File: src/zcwpt_pkg.sv
// ----------------------------------------------------------------------------
// zcwpt_pkg
// Types and constants for the zero-crossing weld pulse timer.
// ----------------------------------------------------------------------------
package zcwpt_pkg;

	localparam logic [1:0] FUNC_LOOP_TICK = 2'd0;
	localparam logic [1:0] FUNC_CROSSING  = 2'd1;
	localparam logic [1:0] FUNC_TIMEBASE  = 2'd2;

	localparam logic [1:0] REG_HOLDOFF_LENGTH  = 2'd0;
	localparam logic [1:0] REG_DEBOUNCE_LENGTH = 2'd1;
	localparam logic [1:0] REG_BEEP_LENGTH     = 2'd2;
	localparam logic [1:0] REG_FIRE_DELAY      = 2'd3;

	localparam logic [15:0] HOLDOFF_LENGTH_RST  = 16'd100;
	localparam logic [7:0]  DEBOUNCE_LENGTH_RST = 8'd10;
	localparam logic [15:0] BEEP_LENGTH_RST     = 16'd1000;
	localparam logic [15:0] FIRE_DELAY_RST      = 16'd5701;
	localparam logic [4:0]  WELD_SETTING_RST    = 5'd10;

	localparam logic [5:0]  LED_DIVIDE = 6'd50;

	typedef struct packed {
		logic [1:0] func;
		logic       button_down;
		logic [7:0] knob_level;
	} item_t;

	typedef struct packed {
		logic       triac_on;
		logic       beep_on;
		logic       led_on;
		logic [5:0] half_cycles_left;
	} result_t;

endpackage

File: src/zero_cross_weld_pulse_timer.sv
// ----------------------------------------------------------------------------
// zero_cross_weld_pulse_timer
// Mains-synchronised weld pulse timer: one event in, one level report out.
// ----------------------------------------------------------------------------
// Each accepted event (loop tick, zero crossing or timebase tick) updates the
// counters in the cycle it is accepted and yields one result from the result
// register in the cycle after. Sustains one event per clock; the only limit
// is the result register, which accepts a new event whenever it is empty or
// is being drained in the same cycle. Register writes take effect at the next
// reload of the counter using them; the debounce bound check sees them at once.
module zero_cross_weld_pulse_timer (
	input  logic               clk,
	input  logic               arst_n,
	input  logic               cfg_wr_en,
	input  logic [1:0]         cfg_index,
	input  logic [15:0]        cfg_data,
	input  logic               item_valid,
	output logic               item_ready,
	input  zcwpt_pkg::item_t   item,
	output logic               result_valid,
	input  logic               result_ready,
	output zcwpt_pkg::result_t result
);
	import zcwpt_pkg::*;

	logic [15:0] holdoff_length_q, beep_length_q, fire_delay_q;
	logic [7:0]  debounce_length_q;

	logic [15:0] holdoff_count_q, delay_count_q, beep_count_q;
	logic [5:0]  crossing_count_q, weld_left_q;
	logic [7:0]  debounce_count_q;
	logic [4:0]  weld_setting_q;
	logic        led_level_q, start_pending_q, delay_armed_q, triac_level_q, beep_level_q;

	logic [15:0] holdoff_count_d, delay_count_d, beep_count_d;
	logic [5:0]  crossing_count_d, weld_left_d, cross_inc;
	logic [7:0]  debounce_count_d;
	logic [4:0]  weld_setting_d;
	logic        led_level_d, start_pending_d, delay_armed_d, triac_level_d, beep_level_d;

	logic        result_valid_q;
	result_t     result_q;
	logic        take;

	assign item_ready   = !result_valid_q || result_ready;
	assign take         = item_valid && item_ready;
	assign result_valid = result_valid_q;
	assign result       = result_q;

	always_ff @(posedge clk or negedge arst_n) begin
		if (!arst_n) begin
			holdoff_length_q  <= HOLDOFF_LENGTH_RST;
			debounce_length_q <= DEBOUNCE_LENGTH_RST;
			beep_length_q     <= BEEP_LENGTH_RST;
			fire_delay_q      <= FIRE_DELAY_RST;
		end else if (cfg_wr_en) begin
			unique case (cfg_index)
				REG_HOLDOFF_LENGTH:  holdoff_length_q  <= cfg_data;
				REG_DEBOUNCE_LENGTH: debounce_length_q <= cfg_data[7:0];
				REG_BEEP_LENGTH:     beep_length_q     <= cfg_data;
				REG_FIRE_DELAY:      fire_delay_q      <= cfg_data;
				default: ;
			endcase
		end
	end

	always_comb begin
		holdoff_count_d  = holdoff_count_q;
		crossing_count_d = crossing_count_q;
		led_level_d      = led_level_q;
		start_pending_d  = start_pending_q;
		debounce_count_d = debounce_count_q;
		weld_setting_d   = weld_setting_q;
		weld_left_d      = weld_left_q;
		delay_count_d    = delay_count_q;
		delay_armed_d    = delay_armed_q;
		triac_level_d    = triac_level_q;
		beep_count_d     = beep_count_q;
		beep_level_d     = beep_level_q;
		cross_inc        = crossing_count_q + 6'd1;

		unique case (item.func)
			FUNC_LOOP_TICK: begin
				if (holdoff_count_q != 16'd0)
					holdoff_count_d = holdoff_count_q - 16'd1;
				weld_setting_d = item.knob_level[7:3];
				if (beep_count_q != 16'd0) begin
					beep_count_d = beep_count_q - 16'd1;
					beep_level_d = 1'b1;
				end else begin
					beep_level_d = 1'b0;
				end
			end
			FUNC_CROSSING: begin
				if (holdoff_count_q == 16'd0) begin
					holdoff_count_d = holdoff_length_q;
					if (cross_inc >= LED_DIVIDE) begin
						crossing_count_d = 6'd0;
						led_level_d      = !led_level_q;
					end else begin
						crossing_count_d = cross_inc;
					end
					if (start_pending_q) begin
						delay_count_d   = fire_delay_q;
						delay_armed_d   = 1'b1;
						weld_left_d     = {weld_setting_q, 1'b1};
						start_pending_d = 1'b0;
					end
					if (weld_left_d != 6'd0)
						weld_left_d = weld_left_d - 6'd1;
					if (weld_left_d == 6'd0)
						triac_level_d = 1'b0;
					if (!item.button_down) begin
						debounce_count_d = debounce_length_q;
					end else begin
						if (debounce_count_q <= debounce_length_q)
							debounce_count_d = debounce_count_q - 8'd1;
						if (debounce_count_d == 8'd0)
							start_pending_d = 1'b1;
					end
				end
			end
			FUNC_TIMEBASE: begin
				if (delay_armed_q) begin
					if (delay_count_q <= 16'd1) begin
						delay_count_d = 16'd0;
						delay_armed_d = 1'b0;
						triac_level_d = 1'b1;
						beep_count_d  = beep_length_q;
					end else begin
						delay_count_d = delay_count_q - 16'd1;
					end
				end
			end
			default: ;
		endcase
	end

	always_ff @(posedge clk or negedge arst_n) begin
		if (!arst_n) begin
			holdoff_count_q  <= HOLDOFF_LENGTH_RST;
			crossing_count_q <= 6'd0;
			led_level_q      <= 1'b0;
			start_pending_q  <= 1'b0;
			debounce_count_q <= DEBOUNCE_LENGTH_RST;
			weld_setting_q   <= WELD_SETTING_RST;
			weld_left_q      <= 6'd0;
			delay_count_q    <= 16'd0;
			delay_armed_q    <= 1'b0;
			triac_level_q    <= 1'b0;
			beep_count_q     <= BEEP_LENGTH_RST;
			beep_level_q     <= 1'b0;
		end else if (take) begin
			holdoff_count_q  <= holdoff_count_d;
			crossing_count_q <= crossing_count_d;
			led_level_q      <= led_level_d;
			start_pending_q  <= start_pending_d;
			debounce_count_q <= debounce_count_d;
			weld_setting_q   <= weld_setting_d;
			weld_left_q      <= weld_left_d;
			delay_count_q    <= delay_count_d;
			delay_armed_q    <= delay_armed_d;
			triac_level_q    <= triac_level_d;
			beep_count_q     <= beep_count_d;
			beep_level_q     <= beep_level_d;
		end
	end

	always_ff @(posedge clk or negedge arst_n) begin
		if (!arst_n) begin
			result_valid_q <= 1'b0;
		end else if (take) begin
			result_valid_q <= 1'b1;
		end else if (result_ready) begin
			result_valid_q <= 1'b0;
		end
	end

	always_ff @(posedge clk) begin
		if (take) begin
			result_q.triac_on         <= triac_level_d;
			result_q.beep_on          <= beep_level_d;
			result_q.led_on           <= led_level_d;
			result_q.half_cycles_left <= weld_left_d;
		end
	end

endmodule

File: config.mk
export PLATFORM = sky130hd
export DESIGN_NAME = zero_cross_weld_pulse_timer
export DESIGN_NICKNAME = d
export VERILOG_FILES = /design/src/zcwpt_pkg.sv /design/src/zero_cross_weld_pulse_timer.sv
export SDC_FILE = /design/constraint.sdc
export NUM_CORES = 1
export LEC_CHECK = 0
export BUFFER_PORTS_ARGS = -buffer_cell sky130_fd_sc_hd__buf_2
export CORE_MARGIN = 4
export CORE_UTILIZATION = 50
export CTS_CLUSTER_SIZE = 14
export DETAILED_ROUTE_END_ITERATION = 8
export GPL_TIMING_DRIVEN = 0
export PLACE_DENSITY_LB_ADDON = 0.12
export SYNTH_ARGS = -nofsm -noshare
export SYNTH_HDL_FRONTEND = slang
export SYNTH_SLANG_ARGS = --single-unit
File: constraint.sdc
create_clock -name clk -period 2.8 [get_ports clk]
set_input_delay 0.14 -clock clk [delete_from_list [all_inputs] [get_ports clk]]
set_output_delay 0.14 -clock clk [all_outputs]
set_load 0.05 [all_outputs]
==> results of run 1 <==
-- layout make-up --
type                            instances  area share [%]
Tap cell                              188            2.57
Clock inverter                         12            1.16
Inverter                               31            1.27
Clock buffer                           20            5.10
Buffer                                 30            1.91
Sequential cell                       144            40.3
Multi-Input combinational cell        564            42.9
Timing Repair Buffer                   66            4.85
-- layer usage --
| layer | up-vias | track usage, % | wire [um] |
|---|---|---|---|
| li1 | 3042 | - | - |
| met1 | 3304 | 33.2 | 9380 |
| met2 | 215 | 37.7 | 9800 |
| met3 | 17 | 5.04 | 1180 |
| met4 | 0 | 6.01 | 169 |
| met5 | - | 0 | 0 |
-- worst max path at each step --
stage                                      to  depth (start not counted)               start
after floorplan           holdoff_count_q[14]                          8  holdoff_count_q[0]
final                     holdoff_count_q[12]                          8  holdoff_count_q[1]
after CTS                           result[8]                          8     start_pending_q
after global routing      holdoff_count_q[14]                          8  holdoff_count_q[1]
after global placement      delay_count_q[13]                          9  holdoff_count_q[0]
after detailed placement            result[8]                          8     start_pending_q
-- state kept, by name, summed over array words and instances (netlist names), 5 cells and up --
signal             flops
beep_count_q          16
beep_length_q         16
delay_count_q         16
fire_delay_q          16
holdoff_count_q       16
holdoff_length_q      16
result                 9
debounce_count_q       8
debounce_length_q      8
crossing_count_q       6
weld_left_q            6
weld_setting_q         5
-- logic make-up after synthesis --
logic type	synth area share (%)
mux	10.8
fa+ha+maj	3.09
compound gates	17.3
buf+inv	3.14
flops	47.9
simple gates	17.2
xor+xnor	0.570
-- where the power goes --
group | switching, mW | internal, mW
combinational | 0.739 | 0.657
clock | 0.904 | 1.29
sequential | 0.357 | 2.55
total | 2.00 | 4.50
-- per-stage QoR --
stage / instances / TNS (ns) / hold slack (ns) / power (mW)
2_1_floorplan: 771 / 0 / -0.156 / 3.77
3_3_place_gp: 1000 / -47.11 / 0.355 / 4.12
3_5_place_dp: 1001 / -22.77 / 0.133 / 4.18
4_1_cts: 1049 / -0.0297 / 0.00120 / 6.48
5_1_grt: 1055 / -0.356 / 0.00272 / 6.85
6_report: 1055 / 0 / 0.0127 / 6.50
-- cells in the final DEF, fill, tap and decap left out, types with 9 or more instances in the layout --
cell | Yosys | routed
dfrtp_1 | 105 | 104
nor2_1 | 70 | 68
nand2_1 | 63 | 63
mux2_2 | 63 | 63
o21ai_0 | 59 | 49
a21oi_1 | 43 | 43
buf_2 | 4 | 42
dfstp_2 | 30 | 30
inv_1 | 31 | 29
nor3_1 | 26 | 25
a22o_1 | 23 | 23
nand3_1 | 21 | 20
clkbuf_1 | 28 | 17
ha_1 | 19 | 17
clkbuf_16 | 0 | 17
buf_4 | 0 | 15
o22ai_1 | 14 | 14
mux2i_1 | 12 | 11
nor4_1 | 12 | 11
dlygate4sd3_1 | 0 | 10
edfxtp_1 | 9 | 9
-- timing repair --
item                       4_1_cts  5_1_grt
hold endpoints to repair        49        3
cloned                           0        0
hold buffers                     9        1
pin swaps                        5        6
setup endpoints to repair       74       57
resized for setup               38       34
setup buffers                    7        7
==> key figures, run 1 <==
Worst setup path
  • Crit path max fanout: 8
  • Crit path max-delay family: simple AND/OR/NAND/NOR gates
  • Crit path launch type: flip-flop
  • Reg-to-reg critical path startpoint: holdoff_count_q[1]
  • CP Class: reg2reg
  • Crit path max-delay cell type: or4b_4
  • CP Buf/Inv Count: 1
  • Most common cell on crit path: or4_4
  • R2R Path End: holdoff_count_q[12]
  • Worst EP required: 3.16 ns
  • Critical path's largest stage delay: 0.49 ns
  • Worst R2R Path Depth: 8
  • Worst path arrival time: 3.13 ns
  • CP Capture Type: flip-flop
  • Worst path cell trace: inv_2 -> ha_4 -> or4b_4 -> or4_4 -> or3_4 -> o21a_4 -> or4_4 -> nand3_2
  • Worst reg2reg setup slack: 0.03 ns

Layout
  • Finished Cell Area: 9160 um^2
  • Fin util: 60.5%
  • Fraction of layout cells with a size suffix above 1: 27.2%
  • Fin nets: 907
  • Register area: 3690 um^2
  • Antenna diodes: 0
  • Layout fillers: 1,262
  • P&R area growth vs syn: 19.1%
  • Multi-input gate area: 3930 um^2

Detailed routing
  • WL/cell: 19.5 um
  • ANT nets after route: 0
  • DRT Wirelength: 20,500 um
  • Drt first pass iters: 5
  • Via-per-instance ratio: 6.24
  • DRT iter0 DRCs: 446
  • Residual DRC: 0
  • Via count: 6,578

Min path
  • Min-Delay Path Class: in2reg
  • Hold Crit Depth: 2
  • WHS Endpoint: holdoff_length_q[15]
  • Hold Path Origin: cfg_data[15]

Power and ir drop
  • PwrDens: 710 nW/um^2
  • Leak: 3.90 nW
  • Worst VDD drop: 0.534 mV

Global route
  • Vias in the first global route: 6,407
  • Largest net degree at the start of global routing: 81
  • Initial antenna violation count: 0
  • Total GRT Usage: 23.7%
  • First-pass GRT wire length: 33,500 um
  • Remaining global-route overflow: 0

Place
  • Placed Area: 8160 um^2
  • PortBufs: 41
  • Post-place setup slack: -0.626 ns
  • Detailed-placement wirelength estimate: 14,300 um
  • Gp weighted congestion: 0.894

CTS
  • Clk buf depth: 2
  • Worst-path clk slew: 0.06 ns
  • Clk root buf: clkbuf_16
  • Number of CTS-inserted buffers: 17
  • Clock tree from TritonCTS: done
  • Clk_lat worst skew: 0.42 ns
  • Htree depth: 4
  • Clock sinks: 144

Run
  • Max Cap Viol: 0

Die
  • Die X: 132 um
  • Die area: 17,400 um^2
  • Core outline area: 15,100 um^2
  • IO Count: 45
  • Initial Util: 50.8%
  • Site Rows: 45
  • Die Height: 132 um

Synthesis
  • Post-synth top area share: 34.2%
  • Cells after Synth: 771
  • Main synth FF type: dfrtp_1
  • Post-synth ARST share: 93.8%
  • Synthesized flop and latch total: 144
  • Number of synthesized flops with an enable pin: 9
  • Mapped Nets: 824
  • Yosys warning count: 0
  • Most frequent cell after synthesis: dfrtp_1
  • Synth area leader: dfrtp_1
  • Syn Std Cell Area: 7690 um^2
  • Sequential-to-total area share from yosys stat: 47.9%
  • Area contributors post-synth: dfrtp_1, dfstp_2, mux2_2
  • Syn Area/Cell: 9.97 um^2
  • Top cells by count, synth: dfrtp_1, nor2_1, mux2_2, nand2_1, o21ai_0
  • Count of cell types in the netlist: 67

STA
  • Max_slew headroom: 24.6%
  • Final Hold Fails: 0
  • Worst Tran Pin Value: 1.13 ns
  • Final setup fails: 0
  • Slew Viols, Final: 0
  • Minimum clock period: 2.77 ns
  • Final period utilization: 99.1%
  • Setup ws final: 0.0256 ns
  • Worst Skew: 0.00926 ns
  • RSZ-0062 raised after global routing: yes
  • Fmax: 360 MHz

Status
  • Status: finished, final reports clean
Note: power is estimated with default switching activity, not from simulation.
==> run 2: changes to the inputs <==
--- a/config.mk
+++ b/config.mk
@@ -6,8 +6,10 @@
 export NUM_CORES = 1
 export LEC_CHECK = 0
 export BUFFER_PORTS_ARGS = -buffer_cell sky130_fd_sc_hd__buf_2
+export CELL_PAD_IN_SITES_DETAIL_PLACEMENT = 1
+export CELL_PAD_IN_SITES_GLOBAL_PLACEMENT = 2
 export CORE_MARGIN = 4
-export CORE_UTILIZATION = 50
+export CORE_UTILIZATION = 36
 export CTS_CLUSTER_SIZE = 14
 export DETAILED_ROUTE_END_ITERATION = 8
 export GPL_TIMING_DRIVEN = 0
==> run 2 against run 1 <==
Compared with the run above:
- the flow now finishes with violations (negative setup slack)
- setup slack lost 0.085 ns
- clock power up 2%
- non-clock buffer count stayed put
- total power rose by 1.8%
- critical endpoint is now holdoff_count_q[10]
- highest routed layer unchanged
==> key figures, run 2 (synthesis gave the netlist of run 1 again) <==
Status
  • Status: finished with violations
  • Failing checks: negative setup slack

Die
  • Die area: 23,800 um^2 (+36%)
  • Die Height: 154 um (+17%)
  • Initial Util: 36.6% (-14 points)
  • IO Count: 45 (unchanged)
  • Core outline area: 21,000 um^2 (+39%)
  • Site Rows: 53 (+18%)
  • Die X: 154 um (+17%)

STA
  • Final period utilization: 102% (+3.0 points)
  • Max_slew headroom: 13.1% (-12 points)
  • Final setup fails: 6 (+6)
  • Setup TNS: -0.213 ns (-0.213 ns)
  • RSZ-0062 raised after global routing: yes
  • Worst Tran Pin Value: 1.30 ns (+0.172 ns)
  • Fmax: 350 MHz (-3.0%)
  • Worst Skew: 0.0119 ns (+0.00259 ns)
  • Setup ws final: -0.0594 ns (-0.0850 ns)
  • Hold WS: 0.0141 ns (+0.00140 ns)
  • Slew Viols, Final: 0 (unchanged)
  • Minimum clock period: 2.86 ns (+0.0850 ns)
  • Final Hold Fails: 0 (unchanged)

CTS
  • Htree depth: 4 (unchanged)
  • Clock tree from TritonCTS: done
  • Clk root buf: clkbuf_16
  • Number of CTS-inserted buffers: 17 (unchanged)
  • Clk_lat worst skew: 0.43 ns (about the same)
  • Clk buf depth: 2 (unchanged)
  • Worst-path clk slew: 0.07 ns (about the same)
  • Clock sinks: 144 (unchanged)

Layout
  • Fin nets: 907 (unchanged)
  • Commonest non-fill, non-tap cells in the layout: dfrtp_1, nor2_1, mux2_2, nand2_1, o21ai_0
  • Fin util: 44.3% (-16 points)
  • P&R area growth vs syn: 21.1%
  • Fraction of layout cells with a size suffix above 1: 27.8% (+0.58 points)
  • Antenna diodes: 0 (unchanged)
  • Non-Filler Instances: 1,142 (+8.2%)
  • Most common cell after layout, fill and taps aside: dfrtp_1
  • Finished Cell Area: 9310 um^2 (+1.7%)

Place
  • Gp weighted congestion: 0.857 (-4.2%)
  • Placed Area: 8270 um^2 (+1.3%)
  • Detailed-placement wirelength estimate: 17,100 um (+19%)
  • PortBufs: 41 (unchanged)
  • # placed instances: 1,088 (+8.7%)
  • Post-place setup slack: -0.720 ns (-0.0940 ns)

Min path
  • Hold Path Origin: cfg_data[8]
  • WHS Endpoint: fire_delay_q[8]
  • Min-Delay Path Class: in2reg
  • Hold Crit Depth: 2 (unchanged)

Worst setup path
  • Worst R2R Path Depth: 8 (unchanged)
  • Worst path cell trace: inv_2 -> ha_4 -> or4b_4 -> or4_4 -> or3_4 -> o21a_4 -> or4_4 -> nand3_2
  • Worst path arrival time: 3.22 ns (+0.09 ns)
  • Worst Setup SP: holdoff_count_q[1]
  • Worst reg2reg setup slack: -0.06 ns (-0.08 ns)
  • Crit path max-delay cell type: or4_4
  • R2R Path End: holdoff_count_q[10]
  • Crit path max fanout: 8 (unchanged)
  • Reg-to-reg critical path startpoint: holdoff_count_q[1]
  • Most common cell on crit path: or4_4
  • Worst EP required: 3.16 ns (about the same)
  • Critical path's largest stage delay: 0.56 ns (+0.07 ns)
  • Crit path launch type: flip-flop
  • CP Capture Type: flip-flop
  • CP Class: reg2reg

Global route
  • Remaining global-route overflow: 0 (unchanged)
  • Vias in the first global route: 6,877 (+7.3%)
  • Total GRT Usage: 20.6% (-3.0 points)
  • First-pass GRT wire length: 38,700 um (+16%)
  • Initial antenna violation count: 0 (unchanged)
  • Largest net degree at the start of global routing: 74 (-8.6%)

Power and ir drop
  • PwrDens: 711 nW/um^2 (+0.15%)
  • Worst VDD drop: 0.365 mV (-32%)
  • Total chip power: 6.62 mW (+1.8%)
  • Leak: 3.90 nW (about the same)

Run
  • Max Cap Viol: 0 (unchanged)

Detailed routing
  • Residual DRC: 0 (unchanged)
  • ANT nets after route: 0 (unchanged)
  • WL/cell: 21.3 um (+9.4%)
  • Drt first pass iters: 4 (-1)
  • Via count: 6,455 (-1.9%)
  • DRT iter0 DRCs: 333 (-25%)
  • DRT Wirelength: 24,300 um (+18%)
  • Via-per-instance ratio: 5.65 (-9.3%)
==> run 2: changes by cell type in the layout (fill, tap and decap cells not counted), moves of 3 or more <==
cell      change
buf_4         +5
clkbuf_2      -3
clkbuf_8      -4
clkinv_2      -3
o21ai_0       -5
o21ai_1       +5
==> run 2: critical path: cells and delay by family, from the launching register on <==
family / cells / cell delay (ns)
and+or+nand+nor: 5 / 1.92
buffers and inverters: 1 / 0.10
DFF: 1 / 0.40
adders and majority gates: 1 / 0.13
AOI/OAI and AO/OA: 1 / 0.25
==> run 2: where the power goes <==
group          total (mW)  switching [mW]  leakage [nW]  internal [mW]
sequential           2.92           0.372          1.67           2.55
combinational        1.44           0.786          1.95          0.657
clock                2.25           0.990         0.277           1.26
total                6.62            2.15          3.90           4.47
==> run 2: final cells by class <==
cell class / count / area [um^2]
clock buffers: 19 / 443
repair buffers: 65 / 434
fillers: 2324 / 11700
flip-flops and latches: 144 / 3690
plain buffers: 31 / 195
inverters: 31 / 120
clock inverters: 13 / 129
multi-input cells: 564 / 3960
well taps: 275 / 344
==> run 2: how the worst max path moves through the flow <==
| stage | to | slack (ns) | cells after the start |
|---|---|---|---|
| 4_1_cts | delay_count_q[13] | 0.0005 | 9 |
| 5_1_grt | holdoff_count_q[10] | -0.12 | 8 |
| 3_3_place_gp | result[8] | -0.66 | 8 |
| 6_report | holdoff_count_q[10] | -0.06 | 8 |
| 3_5_place_dp | result[8] | -0.72 | 8 |
| 2_1_floorplan | holdoff_count_q[14] | 0.0003 | 8 |
==> run 2: metal layers <==
layer  part of all wire (%)  global-route usage (%)
met5                      0                       0
met4                   0.83                    4.92
met3                    2.2                    3.01
met2                     48                    33.5
met1                     49                    29.3
==> run 2: what timing repair did <==
| item | CTS | global route |
|---|---|---|
| pin swaps | 4 | 9 |
| setup buffers | 7 | 7 |
| hold buffers | 9 | 0 |
| gates cloned | 0 | 0 |
| endpoints found under the hold margin | 57 | 0 |
| gates resized for setup | 33 | 64 |
| endpoints found under the setup margin | 74 | 63 |
